===== src/hdl/npes_pkg.sv =====
`timescale 1ns / 1ps

package npes_pkg;

   localparam int PORT_WIDTH          = 32;
   localparam int COORD_WIDTH_DEFAULT = 32;
   localparam int QUEUE_DEPTH_DEFAULT = 2;
   localparam int CSR_INDEX_WIDTH     = 3;
   localparam int DIR_WIDTH           = 3;

   localparam logic [CSR_INDEX_WIDTH-1:0] CSR_QUERY_START_X = 3'd0;
   localparam logic [CSR_INDEX_WIDTH-1:0] CSR_QUERY_START_Y = 3'd1;
   localparam logic [CSR_INDEX_WIDTH-1:0] CSR_QUERY_END_X   = 3'd2;
   localparam logic [CSR_INDEX_WIDTH-1:0] CSR_QUERY_END_Y   = 3'd3;
   localparam logic [CSR_INDEX_WIDTH-1:0] CSR_QUERY_DIR     = 3'd4;

   localparam logic [DIR_WIDTH-1:0] DIR_NONE  = 3'd0;
   localparam logic [DIR_WIDTH-1:0] DIR_UP    = 3'd1;
   localparam logic [DIR_WIDTH-1:0] DIR_RIGHT = 3'd2;
   localparam logic [DIR_WIDTH-1:0] DIR_DOWN  = 3'd3;
   localparam logic [DIR_WIDTH-1:0] DIR_LEFT  = 3'd4;

endpackage


===== src/hdl/nearest_parallel_edge_search.sv =====
`timescale 1ns / 1ps
// Throughput: one vertex per cycle; the front classifies both edges of a vertex in the
// cycle it is accepted, and the back folds one queue entry per cycle into the minimum.
// A result not popped holds the back at a set's last entry, and the front stalls only
// when the queue fills behind it. The back registers the result as it pops that entry.
// Reset is synchronous and empties the queue and the result register, clears the query
// registers, the stored first and previous vertices, and drops the running best edge.

module nearest_parallel_edge_search #(
   parameter int COORD_WIDTH = npes_pkg::COORD_WIDTH_DEFAULT,
   parameter int QUEUE_DEPTH = npes_pkg::QUEUE_DEPTH_DEFAULT
) (
   input  logic                                        clock,
   input  logic                                        reset,
   input  logic                                        csr_valid,
   output logic                                        csr_ready,
   input  logic [npes_pkg::CSR_INDEX_WIDTH-1:0]        csr_index,
   input  logic [npes_pkg::PORT_WIDTH-1:0]             csr_data,
   input  logic                                        push,
   output logic                                        full,
   input  logic signed [npes_pkg::PORT_WIDTH-1:0]      req_vertex_x,
   input  logic signed [npes_pkg::PORT_WIDTH-1:0]      req_vertex_y,
   input  logic                                        req_polygon_first,
   input  logic                                        req_polygon_last,
   input  logic                                        req_set_last,
   output logic                                        empty,
   input  logic                                        pop,
   output logic signed [npes_pkg::PORT_WIDTH-1:0]      rsp_nearest_start_x,
   output logic signed [npes_pkg::PORT_WIDTH-1:0]      rsp_nearest_start_y,
   output logic signed [npes_pkg::PORT_WIDTH-1:0]      rsp_nearest_end_x,
   output logic signed [npes_pkg::PORT_WIDTH-1:0]      rsp_nearest_end_y,
   output logic [npes_pkg::PORT_WIDTH-1:0]             rsp_nearest_distance,
   output logic                                        rsp_found
);

   localparam int ENTRY_WIDTH = 10 * COORD_WIDTH + 3;

   logic signed [COORD_WIDTH-1:0]       q_sx_ff, q_sy_ff, q_ex_ff, q_ey_ff;
   logic [npes_pkg::DIR_WIDTH-1:0]      q_dir_ff;
   logic                                accept;
   logic [ENTRY_WIDTH-1:0]              front_entry, back_entry;
   logic                                queue_empty, queue_pop;

   assign csr_ready = 1'b1;
   assign accept    = push && !full;

   always_ff @(posedge clock) begin
      if (reset) begin
         q_sx_ff  <= '0;
         q_sy_ff  <= '0;
         q_ex_ff  <= '0;
         q_ey_ff  <= '0;
         q_dir_ff <= npes_pkg::DIR_NONE;
      end else if (csr_valid && csr_ready) begin
         unique case (csr_index)
            npes_pkg::CSR_QUERY_START_X: q_sx_ff  <= csr_data[COORD_WIDTH-1:0];
            npes_pkg::CSR_QUERY_START_Y: q_sy_ff  <= csr_data[COORD_WIDTH-1:0];
            npes_pkg::CSR_QUERY_END_X:   q_ex_ff  <= csr_data[COORD_WIDTH-1:0];
            npes_pkg::CSR_QUERY_END_Y:   q_ey_ff  <= csr_data[COORD_WIDTH-1:0];
            npes_pkg::CSR_QUERY_DIR:     q_dir_ff <= csr_data[npes_pkg::DIR_WIDTH-1:0];
            default: begin
            end
         endcase
      end
   end

   npes_front #(
      .COORD_WIDTH (COORD_WIDTH),
      .ENTRY_WIDTH (ENTRY_WIDTH)
   ) u_front (
      .clock           (clock),
      .reset           (reset),
      .query_start_x   (q_sx_ff),
      .query_start_y   (q_sy_ff),
      .query_end_x     (q_ex_ff),
      .query_end_y     (q_ey_ff),
      .query_direction (q_dir_ff),
      .accept          (accept),
      .vertex_x        (req_vertex_x[COORD_WIDTH-1:0]),
      .vertex_y        (req_vertex_y[COORD_WIDTH-1:0]),
      .polygon_first   (req_polygon_first),
      .polygon_last    (req_polygon_last),
      .set_last        (req_set_last),
      .entry           (front_entry)
   );

   npes_queue #(
      .WIDTH (ENTRY_WIDTH),
      .DEPTH (QUEUE_DEPTH)
   ) u_queue (
      .clock     (clock),
      .reset     (reset),
      .push      (accept),
      .push_data (front_entry),
      .full      (full),
      .pop       (queue_pop),
      .pop_data  (back_entry),
      .empty     (queue_empty)
   );

   npes_back #(
      .COORD_WIDTH (COORD_WIDTH),
      .ENTRY_WIDTH (ENTRY_WIDTH)
   ) u_back (
      .clock            (clock),
      .reset            (reset),
      .query_start_x    (q_sx_ff),
      .query_start_y    (q_sy_ff),
      .query_end_x      (q_ex_ff),
      .query_end_y      (q_ey_ff),
      .entry            (back_entry),
      .entry_empty      (queue_empty),
      .entry_pop        (queue_pop),
      .pop              (pop),
      .empty            (empty),
      .nearest_start_x  (rsp_nearest_start_x),
      .nearest_start_y  (rsp_nearest_start_y),
      .nearest_end_x    (rsp_nearest_end_x),
      .nearest_end_y    (rsp_nearest_end_y),
      .nearest_distance (rsp_nearest_distance),
      .found            (rsp_found)
   );

   a_reset_empty: assert property (@(posedge clock) reset |=> empty)
      else $error("Result present right after reset.");

   a_none_zero_distance: assert property (@(posedge clock) disable iff (reset)
      (!empty && !rsp_found) |-> (rsp_nearest_distance == '0))
      else $error("Nonzero distance on a result without a found edge.");

   a_up_beyond: assert property (@(posedge clock) disable iff (reset)
      (!empty && rsp_found && (q_dir_ff == npes_pkg::DIR_UP)) |->
      (rsp_nearest_start_y > npes_pkg::PORT_WIDTH'(q_sy_ff)))
      else $error("Found edge does not lie above the query segment.");

   a_queue_pops_only_filled: assert property (@(posedge clock) disable iff (reset)
      queue_pop |-> !queue_empty)
      else $error("Back end took a transaction from an empty queue.");

endmodule


===== src/hdl/npes_front.sv =====
`timescale 1ns / 1ps

module npes_front #(
   parameter int COORD_WIDTH = npes_pkg::COORD_WIDTH_DEFAULT,
   parameter int ENTRY_WIDTH = 10 * COORD_WIDTH + 3
) (
   input  logic                                 clock,
   input  logic                                 reset,
   input  logic signed [COORD_WIDTH-1:0]        query_start_x,
   input  logic signed [COORD_WIDTH-1:0]        query_start_y,
   input  logic signed [COORD_WIDTH-1:0]        query_end_x,
   input  logic signed [COORD_WIDTH-1:0]        query_end_y,
   input  logic [npes_pkg::DIR_WIDTH-1:0]       query_direction,
   input  logic                                 accept,
   input  logic signed [COORD_WIDTH-1:0]        vertex_x,
   input  logic signed [COORD_WIDTH-1:0]        vertex_y,
   input  logic                                 polygon_first,
   input  logic                                 polygon_last,
   input  logic                                 set_last,
   output logic [ENTRY_WIDTH-1:0]               entry
);

   typedef struct packed {
      logic                          ok;
      logic [COORD_WIDTH-1:0]        distance;
      logic signed [COORD_WIDTH-1:0] sx;
      logic signed [COORD_WIDTH-1:0] sy;
      logic signed [COORD_WIDTH-1:0] ex;
      logic signed [COORD_WIDTH-1:0] ey;
   } edge_type;

   typedef struct packed {
      logic     set_last;
      edge_type main_edge;
      edge_type close_edge;
   } entry_type;

   logic signed [COORD_WIDTH-1:0] first_x_ff, first_y_ff;
   logic signed [COORD_WIDTH-1:0] prev_x_ff, prev_y_ff;
   logic signed [COORD_WIDTH-1:0] close_x, close_y;
   edge_type                      main_edge, close_edge;
   entry_type                     entry_in;

   function automatic edge_type classify(
      input logic signed [COORD_WIDTH-1:0] ax,
      input logic signed [COORD_WIDTH-1:0] ay,
      input logic signed [COORD_WIDTH-1:0] bx,
      input logic signed [COORD_WIDTH-1:0] by
   );
      logic                          swap;
      logic                          horiz;
      logic signed [COORD_WIDTH-1:0] lx, ly, hx, hy;
      edge_type                      e;
      swap  = (ax > bx) || ((ax == bx) && (ay > by));
      lx    = swap ? bx : ax;
      ly    = swap ? by : ay;
      hx    = swap ? ax : bx;
      hy    = swap ? ay : by;
      horiz = (ly == hy);
      e.sx  = lx;
      e.sy  = ly;
      e.ex  = hx;
      e.ey  = hy;
      e.ok  = 1'b0;
      e.distance = '0;
      unique case (query_direction)
         npes_pkg::DIR_UP: begin
            e.ok       = horiz && (lx < query_end_x) && (query_start_x < hx) &&
                         (ly > query_start_y);
            e.distance = ly - query_start_y;
         end
         npes_pkg::DIR_DOWN: begin
            e.ok       = horiz && (lx < query_end_x) && (query_start_x < hx) &&
                         (ly < query_start_y);
            e.distance = query_start_y - ly;
         end
         npes_pkg::DIR_RIGHT: begin
            e.ok       = !horiz && (ly < query_end_y) && (query_start_y < hy) &&
                         (lx > query_start_x);
            e.distance = lx - query_start_x;
         end
         npes_pkg::DIR_LEFT: begin
            e.ok       = !horiz && (ly < query_end_y) && (query_start_y < hy) &&
                         (lx < query_start_x);
            e.distance = query_start_x - lx;
         end
         default: begin
            e.ok = 1'b0;
         end
      endcase
      return e;
   endfunction

   // A vertex that opens a polygon closes onto itself.
   assign close_x = polygon_first ? vertex_x : first_x_ff;
   assign close_y = polygon_first ? vertex_y : first_y_ff;

   always_comb begin
      main_edge           = classify(prev_x_ff, prev_y_ff, vertex_x, vertex_y);
      close_edge          = classify(vertex_x, vertex_y, close_x, close_y);
      main_edge.ok        = main_edge.ok && !polygon_first;
      close_edge.ok       = close_edge.ok && polygon_last;
      entry_in.set_last   = set_last;
      entry_in.main_edge  = main_edge;
      entry_in.close_edge = close_edge;
   end

   assign entry = entry_in;

   always_ff @(posedge clock) begin
      if (reset) begin
         first_x_ff <= '0;
         first_y_ff <= '0;
         prev_x_ff  <= '0;
         prev_y_ff  <= '0;
      end else if (accept) begin
         if (polygon_first) begin
            first_x_ff <= vertex_x;
            first_y_ff <= vertex_y;
         end
         prev_x_ff <= vertex_x;
         prev_y_ff <= vertex_y;
      end
   end

endmodule


===== src/hdl/npes_queue.sv =====
`timescale 1ns / 1ps

module npes_queue #(
   parameter int WIDTH = 8,
   parameter int DEPTH = npes_pkg::QUEUE_DEPTH_DEFAULT
) (
   input  logic             clock,
   input  logic             reset,
   input  logic             push,
   input  logic [WIDTH-1:0] push_data,
   output logic             full,
   input  logic             pop,
   output logic [WIDTH-1:0] pop_data,
   output logic             empty
);

   localparam int PTR_W = (DEPTH > 1) ? $clog2(DEPTH) : 1;
   localparam int CNT_W = $clog2(DEPTH + 1);

   logic [WIDTH-1:0] mem_ff [DEPTH];
   logic [PTR_W-1:0] wr_ptr_ff, rd_ptr_ff;
   logic [CNT_W-1:0] count_ff;
   logic             do_push, do_pop;

   assign full     = (count_ff == CNT_W'(DEPTH));
   assign empty    = (count_ff == '0);
   assign do_push  = push && !full;
   assign do_pop   = pop && !empty;
   assign pop_data = mem_ff[rd_ptr_ff];

   always_ff @(posedge clock) begin
      if (do_push) begin
         mem_ff[wr_ptr_ff] <= push_data;
      end
   end

   always_ff @(posedge clock) begin
      if (reset) begin
         wr_ptr_ff <= '0;
         rd_ptr_ff <= '0;
         count_ff  <= '0;
      end else begin
         if (do_push) begin
            wr_ptr_ff <= (wr_ptr_ff == PTR_W'(DEPTH - 1)) ? '0 : wr_ptr_ff + 1'b1;
         end
         if (do_pop) begin
            rd_ptr_ff <= (rd_ptr_ff == PTR_W'(DEPTH - 1)) ? '0 : rd_ptr_ff + 1'b1;
         end
         if (do_push && !do_pop) begin
            count_ff <= count_ff + 1'b1;
         end else if (do_pop && !do_push) begin
            count_ff <= count_ff - 1'b1;
         end
      end
   end

endmodule


===== src/hdl/npes_back.sv =====
`timescale 1ns / 1ps

module npes_back #(
   parameter int COORD_WIDTH = npes_pkg::COORD_WIDTH_DEFAULT,
   parameter int ENTRY_WIDTH = 10 * COORD_WIDTH + 3
) (
   input  logic                                  clock,
   input  logic                                  reset,
   input  logic signed [COORD_WIDTH-1:0]         query_start_x,
   input  logic signed [COORD_WIDTH-1:0]         query_start_y,
   input  logic signed [COORD_WIDTH-1:0]         query_end_x,
   input  logic signed [COORD_WIDTH-1:0]         query_end_y,
   input  logic [ENTRY_WIDTH-1:0]                entry,
   input  logic                                  entry_empty,
   output logic                                  entry_pop,
   input  logic                                  pop,
   output logic                                  empty,
   output logic signed [npes_pkg::PORT_WIDTH-1:0] nearest_start_x,
   output logic signed [npes_pkg::PORT_WIDTH-1:0] nearest_start_y,
   output logic signed [npes_pkg::PORT_WIDTH-1:0] nearest_end_x,
   output logic signed [npes_pkg::PORT_WIDTH-1:0] nearest_end_y,
   output logic [npes_pkg::PORT_WIDTH-1:0]        nearest_distance,
   output logic                                  found
);

   localparam int PW = npes_pkg::PORT_WIDTH;

   typedef struct packed {
      logic                          ok;
      logic [COORD_WIDTH-1:0]        distance;
      logic signed [COORD_WIDTH-1:0] sx;
      logic signed [COORD_WIDTH-1:0] sy;
      logic signed [COORD_WIDTH-1:0] ex;
      logic signed [COORD_WIDTH-1:0] ey;
   } edge_type;

   typedef struct packed {
      logic     set_last;
      edge_type main_edge;
      edge_type close_edge;
   } entry_type;

   entry_type               cur;
   edge_type                best_ff, best_in, mid;
   logic                    best_valid_ff, best_valid_in, mid_valid, fin_valid;
   logic                    take_main, take_close, can_emit, emit;
   logic                    out_valid_ff, out_valid_in;
   logic signed [PW-1:0]    out_sx_ff, out_sy_ff, out_ex_ff, out_ey_ff;
   logic signed [PW-1:0]    out_sx_in, out_sy_in, out_ex_in, out_ey_in;
   logic [PW-1:0]           out_dist_ff, out_dist_in;
   logic                    out_found_ff, out_found_in;

   assign cur       = entry;
   assign can_emit  = !out_valid_ff || pop;
   assign entry_pop = !entry_empty && (!cur.set_last || can_emit);
   assign emit      = entry_pop && cur.set_last;

   // The main edge comes before the closing edge, so it wins a tie.
   always_comb begin
      take_main  = cur.main_edge.ok &&
                   (!best_valid_ff || (cur.main_edge.distance < best_ff.distance));
      mid        = take_main ? cur.main_edge : best_ff;
      mid_valid  = best_valid_ff || take_main;
      take_close = cur.close_edge.ok &&
                   (!mid_valid || (cur.close_edge.distance < mid.distance));
      best_in    = take_close ? cur.close_edge : mid;
      fin_valid  = mid_valid || take_close;
   end

   always_comb begin
      best_valid_in = best_valid_ff;
      out_valid_in  = out_valid_ff;
      out_sx_in     = out_sx_ff;
      out_sy_in     = out_sy_ff;
      out_ex_in     = out_ex_ff;
      out_ey_in     = out_ey_ff;
      out_dist_in   = out_dist_ff;
      out_found_in  = out_found_ff;
      if (pop && out_valid_ff) begin
         out_valid_in = 1'b0;
      end
      if (entry_pop) begin
         best_valid_in = fin_valid;
      end
      if (emit) begin
         best_valid_in = 1'b0;
         out_valid_in  = 1'b1;
         out_found_in  = fin_valid;
         if (fin_valid) begin
            out_sx_in   = PW'(best_in.sx);
            out_sy_in   = PW'(best_in.sy);
            out_ex_in   = PW'(best_in.ex);
            out_ey_in   = PW'(best_in.ey);
            out_dist_in = PW'(best_in.distance);
         end else begin
            out_sx_in   = PW'(query_start_x);
            out_sy_in   = PW'(query_start_y);
            out_ex_in   = PW'(query_end_x);
            out_ey_in   = PW'(query_end_y);
            out_dist_in = '0;
         end
      end
   end

   always_ff @(posedge clock) begin
      if (entry_pop) begin
         best_ff <= best_in;
      end
      out_sx_ff    <= out_sx_in;
      out_sy_ff    <= out_sy_in;
      out_ex_ff    <= out_ex_in;
      out_ey_ff    <= out_ey_in;
      out_dist_ff  <= out_dist_in;
      out_found_ff <= out_found_in;
   end

   always_ff @(posedge clock) begin
      if (reset) begin
         best_valid_ff <= 1'b0;
         out_valid_ff  <= 1'b0;
      end else begin
         best_valid_ff <= best_valid_in;
         out_valid_ff  <= out_valid_in;
      end
   end

   assign empty            = !out_valid_ff;
   assign nearest_start_x  = out_sx_ff;
   assign nearest_start_y  = out_sy_ff;
   assign nearest_end_x    = out_ex_ff;
   assign nearest_end_y    = out_ey_ff;
   assign nearest_distance = out_dist_ff;
   assign found            = out_found_ff;

endmodule


===== config.mk =====
export PLATFORM = sky130hd
export DESIGN_NAME = nearest_parallel_edge_search
export DESIGN_NICKNAME = d
export VERILOG_FILES = /design/src/hdl/npes_pkg.sv /design/src/hdl/nearest_parallel_edge_search.sv /design/src/hdl/npes_front.sv /design/src/hdl/npes_queue.sv /design/src/hdl/npes_back.sv
export SDC_FILE = /design/constraint.sdc
export NUM_CORES = 2
export LEC_CHECK = 0
export BUFFER_PORTS_ARGS = -buffer_cell sky130_fd_sc_hd__buf_2
export CAP_MARGIN = 10
export CORE_MARGIN = 4
export CORE_UTILIZATION = 65
export DETAILED_ROUTE_END_ITERATION = 7
export PLACE_DENSITY = 0.85
export SYNTH_ARGS = -nofsm -noshare
export SYNTH_HDL_FRONTEND = slang
export SYNTH_SLANG_ARGS = --single-unit

===== constraint.sdc =====
create_clock -name clock -period 28.9 [get_ports clock]
set_input_delay 4.335 -clock clock [delete_from_list [all_inputs] [get_ports clock]]
set_output_delay 4.335 -clock clock [all_outputs]
set_load 0.01 [all_outputs]

==> flow_summary.toml <==
[pwr]
leakage_nw = 35.2
ir_worst_vdd_uv = 133
power_density_nw_per_um2 = 107

[floorplanning]
pin_count = 271
die_width_um = 355
start_util = 0.655
fp-row-count = 127
die_area_um2 = 126000
coreArea_um2 = 120000
die_h_um = 355

[synth]
postSynth.asyncResetShare = 0
syn-num-nets = 8701
synth_edf_count = 967
synth_ff_type = "edfxtp_1"
synth_cells = 7889
yosysUniqueCellTypes = 82
synth_warnings = 0
syn_avg_cell_area_um2 = 9.94
synth_area_um2 = 78400
ys_ff_latch = 1233
yosysSeqAreaShare = 0.438

[placed_design]
io_buffers = 269
hpwl_mm = 209
routabilityCongestion = 1.05
pre_cts_ws_ns = 15.29

[timing]
fin_ws_ns = 15.74
fin_tns_setup_ns = 0
fin_crit_ns = 13.16
worst_slew_pin_slew_ns = 1.37
setup_viol = 0
post-route-period-util = 0.455
relSlewSlack = 0.0644
maxSlewViolCount = 0
skew_ns = 0.0325
hold_viol_final = 0
timing.fmax_mhz = 76.0
rsz0062_at_grt = "no"

[final_layout]
layout_common_cells = "edfxtp_1, nand2_1, ha_1, inv_1, a21oi_1"
nets = 8777
final_common_cell = "edfxtp_1"
drive_gt1_frac = 0.118
syn_to_final_growth_pct = 8.98

[run]
cap_viol_max_count = 0

[status]
outcome = "completed"

[grt]
grt_max_degree = 196
grt_pass1_wl_mm = 413
first_global_vias = 63000
grtUsageTotal = 0.441
grt_overflow = 0
grt_antenna_before_repair = 34

[route]
ant_nets = 0
dr.first_iter.drc_count = 10800
wl_per_cell_um = 29.5
via_per_inst = 6.94
vias = 67400
wl_mm = 287
drc = 0
dr.pass1.iters = 8

[worst_setup_path]
cp.arrival_ns = 13.67
required_ns = 29.41
startpoint_type = "primary input"
critPathMaxFanout = 78
critPathCaptureType = "register"
worstSetupPathType = "in -> reg"

[clock_network]
ctsRootBufferMaster = "clkbuf_16"
cts_sinks = 1233
cts_tree = "yes"
path_clk_slew_ns = 0.06
cts.hold.buffers_added = 0
cts_htree_levels = 4
post_cts_buffers = 0
cts_resized = 0
numCtsBuffers = 133
clk_latency_ns = 0.80
clockBufferDepth = 3

[min_path]
min_path_type = "reg -> reg"
## sequential cells by signal, summed over array words and instances, names as in the netlist, 2 cells and up, named ones only
name / cells
q_dir_ff: 3
q_ex_ff: 32
q_ey_ff: 32
q_sx_ff: 32
q_sy_ff: 32
u_back.best_ff: 160
u_back.nearest_distance: 32
u_back.nearest_end_x: 32
u_back.nearest_end_y: 32
u_back.nearest_start_x: 32
u_back.nearest_start_y: 32
u_front.first_x_ff: 32
u_front.first_y_ff: 32
u_front.prev_x_ff: 32
u_front.prev_y_ff: 32
u_queue.count_ff: 2
u_queue.mem_ff: 646
## cells in the mapped netlist (51+ instances only)
cell type  instances  area share
edfxtp_1         967        0.37
nand2_1          920       0.044
ha_1             697        0.11
inv_1            600       0.029
a21oi_1          562       0.036
mux2i_1          537       0.069
o21ai_0          481       0.031
nor2_1           404       0.019
clkbuf_1         345       0.017
dfxtp_1          266       0.068
mux2_2           261       0.037
a21o_1           219       0.021
nor3_1           217       0.014
a221o_1          142       0.018
nand4_1          110      0.0088
a211oi_1          95      0.0091
o22ai_1           95      0.0076
a21boi_0          74      0.0071
nand3_1           64      0.0041
nor2b_1           60      0.0048
a221oi_1          57      0.0064
buf_1             56      0.0027
xnor2_1           51      0.0057
## power breakdown
part           total [mW]  switching (mW)  internal, mW
clock network        1.73           0.763         0.967
registers            2.81           0.148          2.67
logic                4.64            3.05          1.58
## routing by layer
| metal | vias up | wire length (um) | global-route usage |
|---|---|---|---|
| met5 | - | 68 | 0 |
| met4 | 10 | 18200 | 0.238 |
| met1 | 32400 | 108000 | 0.614 |
| met2 | 5017 | 117000 | 0.622 |
| met3 | 878 | 42600 | 0.128 |
| li1 | 29100 | - | - |
## final cells by class
type                    instances  area [um2]
diodes                         22        55.1
clock inverters                79         827
clock buffers                 164        3540
inverters                     602        2270
fillers                      8808       34300
well taps                    1612        2020
multi-input cells            5582       40000
flip-flops and latches       1233       34400
repair buffers                413        2450
## critical path, cell delays in order
cell and delay [ns]:
buf_4 0.47, buf_4 0.65, mux2i_1 0.27, ha_1 0.39, nand4_1 0.23, or3_1 0.48, nor3_1 0.34, nand3_1 0.15
o41ai_2 0.64, or2_4 0.46, buf_4 0.65, o21ai_0 0.44, ha_1 0.50, a211oi_1 0.35, o21ai_0 0.15, o221ai_1 0.41
nand3b_1 0.20, a41oi_1 0.22, o41ai_1 0.81, o21ai_0 0.36, a221oi_1 0.49, o22ai_1 0.13, mux2i_1 0.28, o21ai_1 0.14
## cell families after synthesis
kind of cell	share of synthesized area
AO/OA/AOI/OAI	0.171
AND/OR/NAND/NOR	0.110
flip-flops	0.438
buffers and inverters	0.0541
multiplexers	0.106
adder cells (fa/ha/maj)	0.113
XOR/XNOR	0.00826
other	0.0000478
## stage by stage
step,util,std cells,power [mW],area (um2),hold slack (ns)
2_1_floorplan,-,7889,5.98,78400,0.449
3_3_place_gp,0.677,9442,7.14,81100,0.458
5_1_grt,0.713,9697,9.54,85500,0.488
6_report,0.714,9707,9.18,85500,0.469
3_5_place_dp,0.677,9442,7.27,81100,0.464
4_1_cts,0.713,9685,9.03,85400,0.470
## path summary, 6_finish.rpt
kind	startpoint	endpoint	slack, ns	cells past startpoint
setup / recovery	req_polygon_first	u_queue.mem_ff[0][156]$_DFFE_PP_	15.74	24
hold / removal	q_ey_ff[10]$_SDFFE_PP0P_	q_ey_ff[10]$_SDFFE_PP0P_	0.47	2
setup reg to reg	register	u_back.best_ff[6]$_DFFE_PP_	17.80	25
hold reg to reg	q_ey_ff[10]$_SDFFE_PP0P_	q_ey_ff[10]$_SDFFE_PP0P_	0.47	2
Note: power is estimated with default switching activity, not from simulation.
